--- config.mk ---
export PLATFORM = sky130hd
export DESIGN_NAME = glos_engine_flat
export DESIGN_NICKNAME = d
export VERILOG_FILES = /design/src/hdl/glos_pkg.sv /design/src/hdl/glos_ifs.sv /design/src/hdl/glos_engine.sv /design/src/flat_wrapper.sv
export SDC_FILE = /design/constraint.sdc
export NUM_CORES = 1
export LEC_CHECK = 0
export BUFFER_PORTS_ARGS = -buffer_cell sky130_fd_sc_hd__buf_4
export CAP_MARGIN = 10
export CORE_UTILIZATION = 55
export CTS_CLUSTER_SIZE = 28
export DETAILED_ROUTE_END_ITERATION = 7
export PLACE_DENSITY = 0.8
export SYNTH_ARGS = -nofsm -noshare
export SYNTH_HDL_FRONTEND = slang
export SYNTH_SLANG_ARGS = --single-unit
--- constraint.sdc ---
create_clock -name clk -period 5.34 [get_ports clk]
set_input_delay 1.068 -clock clk [delete_from_list [all_inputs] [get_ports clk]]
set_output_delay 1.068 -clock clk [all_outputs]
set_load 0.1 [all_outputs]
--- src/hdl/glos_pkg.sv ---
// Package for the grid line-of-sight tracer: sizes, codes, types and helpers.
// Depends on nothing; every other file of the block but glos_map_ram uses it.
package glos_pkg;

    localparam int MAX_COLUMNS = 256;
    localparam int MAX_ROWS    = 256;

    localparam int COL_W     = $clog2(MAX_COLUMNS);
    localparam int ROW_W     = $clog2(MAX_ROWS);
    localparam int MAP_DEPTH = MAX_COLUMNS * MAX_ROWS;
    localparam int MAP_AW    = $clog2(MAP_DEPTH);

    localparam int CELL_W    = 3;
    localparam int COORD_W   = 16;
    localparam int BND_W     = COORD_W + 1;
    localparam int SIZE_W    = 9;
    localparam int RANGE_W   = 10;
    localparam int REQ_W     = 2;
    localparam int CFG_IDX_W = 8;
    localparam int ERR_W     = 20;

    localparam logic [REQ_W-1:0] REQ_WRITE = 2'd0;
    localparam logic [REQ_W-1:0] REQ_SIGHT = 2'd1;
    localparam logic [REQ_W-1:0] REQ_TRACE = 2'd2;

    localparam logic [CELL_W-1:0] CELL_GROUND   = 3'd0;
    localparam logic [CELL_W-1:0] CELL_WALL     = 3'd3;
    localparam logic [CELL_W-1:0] CELL_MOUNTAIN = 3'd5;

    localparam logic [CFG_IDX_W-1:0] CFG_MAP_WIDTH  = 8'd0;
    localparam logic [CFG_IDX_W-1:0] CFG_MAP_HEIGHT = 8'd1;

    localparam logic [SIZE_W-1:0] SIZE_RESET = 9'd256;

    typedef enum logic [2:0] {
        ST_IDLE,
        ST_WRITE,
        ST_INIT,
        ST_ERR,
        ST_ADDR,
        ST_CHECK,
        ST_DONE
    } state_t;

    // Effective map size, already clamped to the storage size.
    typedef struct packed {
        logic [BND_W-1:0] cols;
        logic [BND_W-1:0] rows;
    } bounds_t;

    // One access to the terrain memory.
    typedef struct packed {
        logic              en;
        logic              we;
        logic [MAP_AW-1:0] addr;
        logic [CELL_W-1:0] wdata;
    } mem_req_t;

    function automatic logic cell_in_map(input logic signed [COORD_W-1:0] x,
                                         input logic signed [COORD_W-1:0] y,
                                         input bounds_t b);
        logic x_ok;
        logic y_ok;
        x_ok = !x[COORD_W-1] && ({1'b0, x} < b.cols);
        y_ok = !y[COORD_W-1] && ({1'b0, y} < b.rows);
        return x_ok && y_ok;
    endfunction

    function automatic logic [MAP_AW-1:0] cell_addr(input logic signed [COORD_W-1:0] x,
                                                    input logic signed [COORD_W-1:0] y);
        logic [MAP_AW-1:0] row_base;
        row_base = MAP_AW'(y[ROW_W-1:0]) * MAP_AW'(MAX_COLUMNS);
        return row_base + MAP_AW'(x[COL_W-1:0]);
    endfunction

endpackage

--- src/hdl/glos_ifs.sv ---
// Channel interfaces of the grid line-of-sight tracer: request, result, configuration.
// Depends on glos_pkg for field widths.
interface glos_req_if;
    logic                                    valid;
    logic                                    ready;
    logic [glos_pkg::REQ_W-1:0]              req_type;
    logic signed [glos_pkg::COORD_W-1:0]     from_x;
    logic signed [glos_pkg::COORD_W-1:0]     from_y;
    logic signed [glos_pkg::COORD_W-1:0]     to_x;
    logic signed [glos_pkg::COORD_W-1:0]     to_y;
    logic [glos_pkg::CELL_W-1:0]             cell_code;
    logic [glos_pkg::RANGE_W-1:0]            range_limit;

    modport source (output valid, req_type, from_x, from_y, to_x, to_y, cell_code,
                    range_limit, input ready);
    modport sink (input valid, req_type, from_x, from_y, to_x, to_y, cell_code,
                  range_limit, output ready);
endinterface

interface glos_res_if;
    logic                                valid;
    logic                                ready;
    logic                                clear_sight;
    logic                                hit_found;
    logic signed [glos_pkg::COORD_W-1:0] hit_x;
    logic signed [glos_pkg::COORD_W-1:0] hit_y;

    modport source (output valid, clear_sight, hit_found, hit_x, hit_y, input ready);
    modport sink (input valid, clear_sight, hit_found, hit_x, hit_y, output ready);
endinterface


--- src/hdl/glos_engine.sv ---
// Request sequencer: cell writes and the Bresenham walker for both query kinds,
// with the result register. Depends on glos_pkg and glos_ifs.
module glos_engine (
    input  logic               clk,
    input  logic               rst_n,
    input  logic               enable,
    input  glos_pkg::bounds_t  bounds,
    output glos_pkg::mem_req_t mem_req,
    input  logic [glos_pkg::CELL_W-1:0] mem_rdata,
    glos_req_if.sink           req,
    glos_res_if.source         res
);
    import glos_pkg::*;

    state_t state_reg, state_next;

    logic [REQ_W-1:0]          op_reg, op_next;
    logic signed [COORD_W-1:0] x_reg, x_next;
    logic signed [COORD_W-1:0] y_reg, y_next;
    logic signed [COORD_W-1:0] tx_reg, tx_next;
    logic signed [COORD_W-1:0] ty_reg, ty_next;
    logic [CELL_W-1:0]         code_reg, code_next;
    logic [RANGE_W-1:0]        range_reg, range_next;
    logic [RANGE_W-1:0]        steps_reg, steps_next;
    logic signed [ERR_W-1:0]   dx_reg, dx_next;
    logic signed [ERR_W-1:0]   dy_reg, dy_next;
    logic signed [ERR_W-1:0]   err_reg, err_next;
    logic                      sx_neg_reg, sx_neg_next;
    logic                      sy_neg_reg, sy_neg_next;
    logic                      first_reg, first_next;
    logic                      inmap_reg, inmap_next;
    logic                      res_clear_reg, res_clear_next;
    logic                      res_hit_reg, res_hit_next;

    logic                      out_valid_reg, out_valid_next;
    logic                      out_clear_reg, out_clear_next;
    logic                      out_hit_reg, out_hit_next;
    logic signed [COORD_W-1:0] out_x_reg, out_x_next;
    logic signed [COORD_W-1:0] out_y_reg, out_y_next;

    logic signed [COORD_W:0]   diff_x;
    logic signed [COORD_W:0]   diff_y;
    logic signed [ERR_W-1:0]   diff_x_w;
    logic signed [ERR_W-1:0]   diff_y_w;
    logic signed [ERR_W:0]     e2;
    logic                      move_x;
    logic                      move_y;
    logic                      step_fail;
    logic                      at_target;
    logic                      blocked;
    logic signed [ERR_W-1:0]   err_step;
    logic signed [COORD_W-1:0] x_step;
    logic signed [COORD_W-1:0] y_step;
    logic                      accept;

    assign accept    = req.valid && req.ready;
    assign req.ready = enable && (state_reg == ST_IDLE);

    // Walker arithmetic, evaluated from the registered walker state.
    always_comb
    begin
        diff_x    = {tx_reg[COORD_W-1], tx_reg} - {x_reg[COORD_W-1], x_reg};
        diff_y    = {ty_reg[COORD_W-1], ty_reg} - {y_reg[COORD_W-1], y_reg};
        diff_x_w  = {{(ERR_W-COORD_W-1){diff_x[COORD_W]}}, diff_x};
        diff_y_w  = {{(ERR_W-COORD_W-1){diff_y[COORD_W]}}, diff_y};
        e2        = {err_reg, 1'b0};
        move_x    = e2 >= $signed({dy_reg[ERR_W-1], dy_reg});
        move_y    = e2 <= $signed({dx_reg[ERR_W-1], dx_reg});
        step_fail = (move_x && (x_reg == tx_reg)) || (move_y && (y_reg == ty_reg));
        err_step  = err_reg + (move_x ? dy_reg : '0) + (move_y ? dx_reg : '0);
        x_step    = move_x ? (sx_neg_reg ? x_reg - 16'sd1 : x_reg + 16'sd1) : x_reg;
        y_step    = move_y ? (sy_neg_reg ? y_reg - 16'sd1 : y_reg + 16'sd1) : y_reg;
        at_target = (x_reg == tx_reg) && (y_reg == ty_reg);
        blocked   = !inmap_reg || (mem_rdata == CELL_WALL) || (mem_rdata == CELL_MOUNTAIN);
    end

    always_comb
    begin
        state_next     = state_reg;
        op_next        = op_reg;
        x_next         = x_reg;
        y_next         = y_reg;
        tx_next        = tx_reg;
        ty_next        = ty_reg;
        code_next      = code_reg;
        range_next     = range_reg;
        steps_next     = steps_reg;
        dx_next        = dx_reg;
        dy_next        = dy_reg;
        err_next       = err_reg;
        sx_neg_next    = sx_neg_reg;
        sy_neg_next    = sy_neg_reg;
        first_next     = first_reg;
        inmap_next     = inmap_reg;
        res_clear_next = res_clear_reg;
        res_hit_next   = res_hit_reg;
        out_valid_next = out_valid_reg && !res.ready;
        out_clear_next = out_clear_reg;
        out_hit_next   = out_hit_reg;
        out_x_next     = out_x_reg;
        out_y_next     = out_y_reg;
        mem_req        = '0;

        unique case (state_reg)
            ST_IDLE:
            begin
                if (accept)
                begin
                    op_next        = req.req_type;
                    x_next         = req.from_x;
                    y_next         = req.from_y;
                    tx_next        = req.to_x;
                    ty_next        = req.to_y;
                    code_next      = req.cell_code;
                    range_next     = req.range_limit;
                    steps_next     = '0;
                    first_next     = 1'b1;
                    res_clear_next = 1'b0;
                    res_hit_next   = 1'b0;
                    priority if (req.req_type == REQ_WRITE)
                    begin
                        state_next = ST_WRITE;
                    end
                    else if (req.req_type == REQ_SIGHT || req.req_type == REQ_TRACE)
                    begin
                        state_next = ST_INIT;
                    end
                    else
                    begin
                        state_next = ST_DONE;
                    end
                end
            end

            ST_WRITE:
            begin
                mem_req.en    = cell_in_map(x_reg, y_reg, bounds);
                mem_req.we    = 1'b1;
                mem_req.addr  = cell_addr(x_reg, y_reg);
                mem_req.wdata = code_reg;
                state_next    = ST_DONE;
            end

            ST_INIT:
            begin
                dx_next     = diff_x_w[ERR_W-1] ? -diff_x_w : diff_x_w;
                dy_next     = diff_y_w[ERR_W-1] ? diff_y_w : -diff_y_w;
                sx_neg_next = !(x_reg < tx_reg);
                sy_neg_next = !(y_reg < ty_reg);
                state_next  = ST_ERR;
            end

            ST_ERR:
            begin
                err_next   = dx_reg + dy_reg;
                state_next = ST_CHECK;
            end

            ST_ADDR:
            begin
                inmap_next    = cell_in_map(x_reg, y_reg, bounds);
                mem_req.en    = 1'b1;
                mem_req.we    = 1'b0;
                mem_req.addr  = cell_addr(x_reg, y_reg);
                mem_req.wdata = CELL_GROUND;
                state_next    = ST_CHECK;
            end

            ST_CHECK:
            begin
                if (op_reg == REQ_SIGHT)
                begin
                    priority if (at_target)
                    begin
                        res_clear_next = 1'b1;
                        state_next     = ST_DONE;
                    end
                    else if (!first_reg && blocked)
                    begin
                        res_clear_next = 1'b0;
                        state_next     = ST_DONE;
                    end
                    else if (step_fail)
                    begin
                        res_clear_next = 1'b1;
                        state_next     = ST_DONE;
                    end
                    else
                    begin
                        x_next     = x_step;
                        y_next     = y_step;
                        err_next   = err_step;
                        first_next = 1'b0;
                        state_next = ST_ADDR;
                    end
                end
                else
                begin
                    // Projectile: the cell just entered is tested before the range check.
                    priority if (!first_reg && blocked)
                    begin
                        res_hit_next = 1'b1;
                        state_next   = ST_DONE;
                    end
                    else if (steps_reg == range_reg)
                    begin
                        res_hit_next = 1'b0;
                        state_next   = ST_DONE;
                    end
                    else if (at_target)
                    begin
                        res_hit_next = 1'b1;
                        state_next   = ST_DONE;
                    end
                    else if (step_fail)
                    begin
                        res_hit_next = 1'b0;
                        state_next   = ST_DONE;
                    end
                    else
                    begin
                        x_next     = x_step;
                        y_next     = y_step;
                        err_next   = err_step;
                        steps_next = steps_reg + 1'b1;
                        first_next = 1'b0;
                        state_next = ST_ADDR;
                    end
                end
            end

            ST_DONE:
            begin
                if (!out_valid_reg || res.ready)
                begin
                    out_valid_next = 1'b1;
                    out_clear_next = res_clear_reg;
                    out_hit_next   = res_hit_reg;
                    out_x_next     = res_hit_reg ? x_reg : '0;
                    out_y_next     = res_hit_reg ? y_reg : '0;
                    state_next     = ST_IDLE;
                end
            end

            default:
            begin
                state_next = ST_IDLE;
            end
        endcase
    end

    always_ff @(posedge clk or negedge rst_n)
    begin
        if (!rst_n)
        begin
            state_reg     <= ST_IDLE;
            out_valid_reg <= 1'b0;
        end
        else
        begin
            state_reg     <= state_next;
            out_valid_reg <= out_valid_next;
        end
    end

    always_ff @(posedge clk)
    begin
        op_reg        <= op_next;
        x_reg         <= x_next;
        y_reg         <= y_next;
        tx_reg        <= tx_next;
        ty_reg        <= ty_next;
        code_reg      <= code_next;
        range_reg     <= range_next;
        steps_reg     <= steps_next;
        dx_reg        <= dx_next;
        dy_reg        <= dy_next;
        err_reg       <= err_next;
        sx_neg_reg    <= sx_neg_next;
        sy_neg_reg    <= sy_neg_next;
        first_reg     <= first_next;
        inmap_reg     <= inmap_next;
        res_clear_reg <= res_clear_next;
        res_hit_reg   <= res_hit_next;
        out_clear_reg <= out_clear_next;
        out_hit_reg   <= out_hit_next;
        out_x_reg     <= out_x_next;
        out_y_reg     <= out_y_next;
    end

    assign res.valid       = out_valid_reg;
    assign res.clear_sight = out_clear_reg;
    assign res.hit_found   = out_hit_reg;
    assign res.hit_x       = out_x_reg;
    assign res.hit_y       = out_y_reg;

endmodule

--- src/flat_wrapper.sv ---
// flat-port wrapper written by rule: the top's interface ports become plain ports
module glos_engine_flat import glos_pkg::*;
  (clk, rst_n, enable, bounds, mem_req, mem_rdata, req_valid, req_req_type, req_from_x, req_from_y, req_to_x, req_to_y, req_cell_code, req_range_limit, req_ready, res_valid, res_clear_sight, res_hit_found, res_hit_x, res_hit_y, res_ready);
  glos_req_if req_i ();
  glos_res_if res_i ();
  input  logic clk;
  input  logic rst_n;
  input  logic enable;
  input  glos_pkg::bounds_t bounds;
  output glos_pkg::mem_req_t mem_req;
  input  logic [glos_pkg::CELL_W-1:0] mem_rdata;
  input wire logic [$bits(req_i.valid)-1:0] req_valid;
  input wire logic [$bits(req_i.req_type)-1:0] req_req_type;
  input wire logic [$bits(req_i.from_x)-1:0] req_from_x;
  input wire logic [$bits(req_i.from_y)-1:0] req_from_y;
  input wire logic [$bits(req_i.to_x)-1:0] req_to_x;
  input wire logic [$bits(req_i.to_y)-1:0] req_to_y;
  input wire logic [$bits(req_i.cell_code)-1:0] req_cell_code;
  input wire logic [$bits(req_i.range_limit)-1:0] req_range_limit;
  output wire logic [$bits(req_i.ready)-1:0] req_ready;
  output wire logic [$bits(res_i.valid)-1:0] res_valid;
  output wire logic [$bits(res_i.clear_sight)-1:0] res_clear_sight;
  output wire logic [$bits(res_i.hit_found)-1:0] res_hit_found;
  output wire logic [$bits(res_i.hit_x)-1:0] res_hit_x;
  output wire logic [$bits(res_i.hit_y)-1:0] res_hit_y;
  input wire logic [$bits(res_i.ready)-1:0] res_ready;
  assign req_i.valid = req_valid;
  assign req_i.req_type = req_req_type;
  assign req_i.from_x = req_from_x;
  assign req_i.from_y = req_from_y;
  assign req_i.to_x = req_to_x;
  assign req_i.to_y = req_to_y;
  assign req_i.cell_code = req_cell_code;
  assign req_i.range_limit = req_range_limit;
  assign req_ready = req_i.ready;
  assign res_valid = res_i.valid;
  assign res_clear_sight = res_i.clear_sight;
  assign res_hit_found = res_i.hit_found;
  assign res_hit_x = res_i.hit_x;
  assign res_hit_y = res_i.hit_y;
  assign res_i.ready = res_ready;
  glos_engine u_core (.clk(clk), .rst_n(rst_n), .enable(enable), .bounds(bounds), .mem_req(mem_req), .mem_rdata(mem_rdata), .req(req_i), .res(res_i));
endmodule
==> results.yml <==
floorplanning:
  die_h_um: 169
  coreArea_um2: 27100
  ios: 178
  die_area_um2: 28500
  start_util: 0.565
  die_w_um: 169
  rows: 60
sta:
  hold_violations: 0
  slew_headroom: 0.206
  rsz0062_at_grt: "true"
  period_share: 0.983
  skew_ps: 18.5
  finalSetupTns_ps: 0
  slew_viol_final: 0
  period_needed_ps: 5250
  fin_ws_ps: 93.0
  tightest_slew_ps: 1190
  setup_violations: 0
  timing.fmax_ghz: 0.191
  finalHoldWorstSlack_ps: 402
global_route:
  antenna_found_initial: 0
  grt-ovfl-total: 0
  grt_max_degree: 99
  busiest_layer: "met2"
  use_met1: 0.372
  use_met3: 0.0507
  grt_pass1_vias: 13000
  grt_pass1_wl_um: 64400
  grt_util_all_layers: 0.286
  gr-usage-met2: 0.476
cells_and_area:
  final_net_count: 2148
  antennaDiodeCount: 0
  area_growth_pct: 19.4
  drive_gt1_frac: 0.187
  nFillCells: 2073
  utilization: 0.674
cts:
  clock-root-buffer: "clkbuf_16"
  postCtsHoldBufs: 0
  clk_pin_slew_ps: 80
  cts.sinks: 193
  clockBufferDepth: 2
  cts_buffers: 17
  cts_tree: "built"
  htree_levels: 4
  clk_latency_ps: 450
synth:
  async_flop_share: 0.0207
  synth.top_cell.area_share: 0.371
  syn_inst: 1596
  synthTopCellsByArea: "edfxtp_1 37%, ha_1 14%, inv_1 5.0%"
  yosysTopAreaCell: "edfxtp_1"
  synth_flop_cell: "edfxtp_1"
  synth_cell_types: 85
  synth_area_um2: 15300
  ys_warn_count: 0
  syn_avg_cell_area_um2: 9.59
  synth_edf_count: 189
  synth-seq-area-share: 0.377
  ys_ff_latch: 193
run_status:
  status: "finished, final reports clean"
detailed_routing:
  vias_per_cell: 5.89
  drt-total-wl_um: 40600
  ant_nets: 0
  first_iter_violations: 1236
  firstDrtPassIters: 5
  drc_errors: 0
  vias: 13000
  wl_per_cell_um: 18.3
worst_setup_path:
  crit_start: "u_core.dx_reg[19]"
  crit_end: "u_core.err_reg[18]"
  r2r_end: "u_core.err_reg[18]"
  r2r-start: "u_core.dx_reg[19]"
  r2r.worst_path.cells: 21
  crit_path_max_fanout: 7
  regToRegSetupSlack_ps: 90
  worstPathArrival_ps: 5530
  crit_type: "reg -> reg"
  cp-start-kind: "flip-flop"
  end_kind: "flip-flop"
  cp.required_ps: 5620
placement:
  place_hpwl_um: 31000
  gp_congestion: 0.961
  portBuffers: 177
  post-place-ws_ps: -281
power_and_ir_drop:
  combPwrFrac: 0.687
  fin_total_pwr_mw: 12.8
  power_leakage_nw: 8.12
  seqPwrFrac: 0.210
  ir_drop_mv: 0.303
  power_frac_clock: 0.104
  powerDensity_nw_per_um2: 698
  switching_share: 0.495
  power.internal_mw: 6.45
  p_sw_mw: 6.31
flow_run:
  cap_violations: 0
min_path:
  hp-class: "in -> async"
-- synthesized netlist by cell type, types with 5 or more instances --
cell,n
inv_1,202
edfxtp_1,189
ha_1,172
nand2_1,137
a21oi_1,96
nor2_1,91
o21ai_0,89
xnor2_1,68
xor2_1,46
and2_1,45
nand3_1,37
a21o_1,32
clkbuf_1,27
nor3_1,27
fa_1,25
o31ai_1,20
a211oi_1,19
nand2b_1,18
o21a_1,18
nand4_1,15
or3_1,15
nor2b_1,13
and3_1,12
a31oi_1,11
or2_2,11
nor4_1,9
a21boi_0,8
o211ai_1,8
o21bai_1,8
o41ai_1,7
a211o_1,6
or4_1,6
a2111oi_0,5
a31o_2,5
nor3b_1,5
nor4b_1,5
-- routing by layer --
| metal | wire (um) | part of all wire |
|---|---|---|
| met1 | 17200 | 0.42 |
| met2 | 19100 | 0.47 |
| met3 | 2890 | 0.071 |
| met4 | 1460 | 0.036 |
| met5 | 0 | 0 |
-- worst min path at each step --
stage | from | to | slack, ps
after global placement | u_core.res_clear_reg | u_core.res.clear_sight | 410
after CTS | rst_n | u_core.state_reg[0] | 390
final | rst_n | u_core.state_reg[0] | 400
after detailed placement | u_core.res_clear_reg | u_core.res.clear_sight | 410
after global routing | rst_n | u_core.state_reg[0] | 400
after floorplan | u_core.res_clear_reg | u_core.res.clear_sight | 400
-- cell type report --
cell class	count	area [um2]	area share
clock buffers	18	429	0.0235
clock inverters	14	165	0.00904
inverters	202	758	0.0415
multi-input cells	1173	8840	0.484
flip-flops and latches	193	5780	0.316
well taps	372	465	0.0255
repair buffers	243	1830	0.100
-- critical path: stages, from the launching register on --
cell       delay (ps)
edfxtp_1          430
inv_2             150
ha_4              220
nand3_2            80
or3_4             130
nor4_4             40
a221o_1           340
o311a_1           410
nor2_4            210
buf_6             130
nand2_1            60
fa_2              530
inv_2              40
ha_4              160
a211o_1           280
o21bai_4          180
or4_4             430
a311o_2           440
a211o_1           320
a211oi_2          180
o2bb2ai_1         110
nor3_2            210
-- power groups by stage --
stage	clock network, mW	logic (mW)	registers, mW
global route	1.38	9.54	2.72
floorplan	0	5.82	2.81
CTS	1.33	8.29	2.67
finish	1.32	8.76	2.68
global placement	0	7.92	2.68
detailed placement	0	8.17	2.70
-- stage by stage --
step | area, um2 | instances
final | 18300 | 2215
after global routing | 18300 | 2215
after CTS | 18100 | 2200
after detailed placement | 17400 | 2167
after global placement | 17400 | 2167
after floorplan | 15300 | 1598
-- placed cells by master (no fill, tap or decap), types with 20 or more instances in the layout --
cell type / netlist / layout
buf_4: 0 / 241
inv_1: 202 / 196
edfxtp_1: 189 / 189
ha_1: 172 / 167
nand2_1: 137 / 133
a21oi_1: 96 / 92
nor2_1: 91 / 88
o21ai_0: 89 / 85
xnor2_1: 68 / 68
xor2_1: 46 / 46
and2_1: 45 / 45
nand3_1: 37 / 34
a21o_1: 32 / 32
nor3_1: 27 / 27
fa_1: 25 / 24
o31ai_1: 20 / 20
-- cells by family (layout without fill, tap and decap cells) --
kind of cell | count (synthesis) | count (layout) | share of synthesized area
XOR/XNOR | 115 | 115 | 0.0667
buffers and inverters | 232 | 477 | 0.0569
AND/OR/NAND/NOR | 462 | 462 | 0.151
flip-flops | 193 | 193 | 0.377
adder cells (fa/ha/maj) | 197 | 197 | 0.173
AO/OA/AOI/OAI | 393 | 393 | 0.172
other | 1 | 3 | 0.000245
multiplexers | 3 | 3 | 0.00213
-- what timing repair did --
item,CTS,global route
buffers inserted,1,15
endpoints found under the setup margin,7,6
gates resized for setup,10,26
pin swaps,9,21
Power figures use the tool's default switching activity.
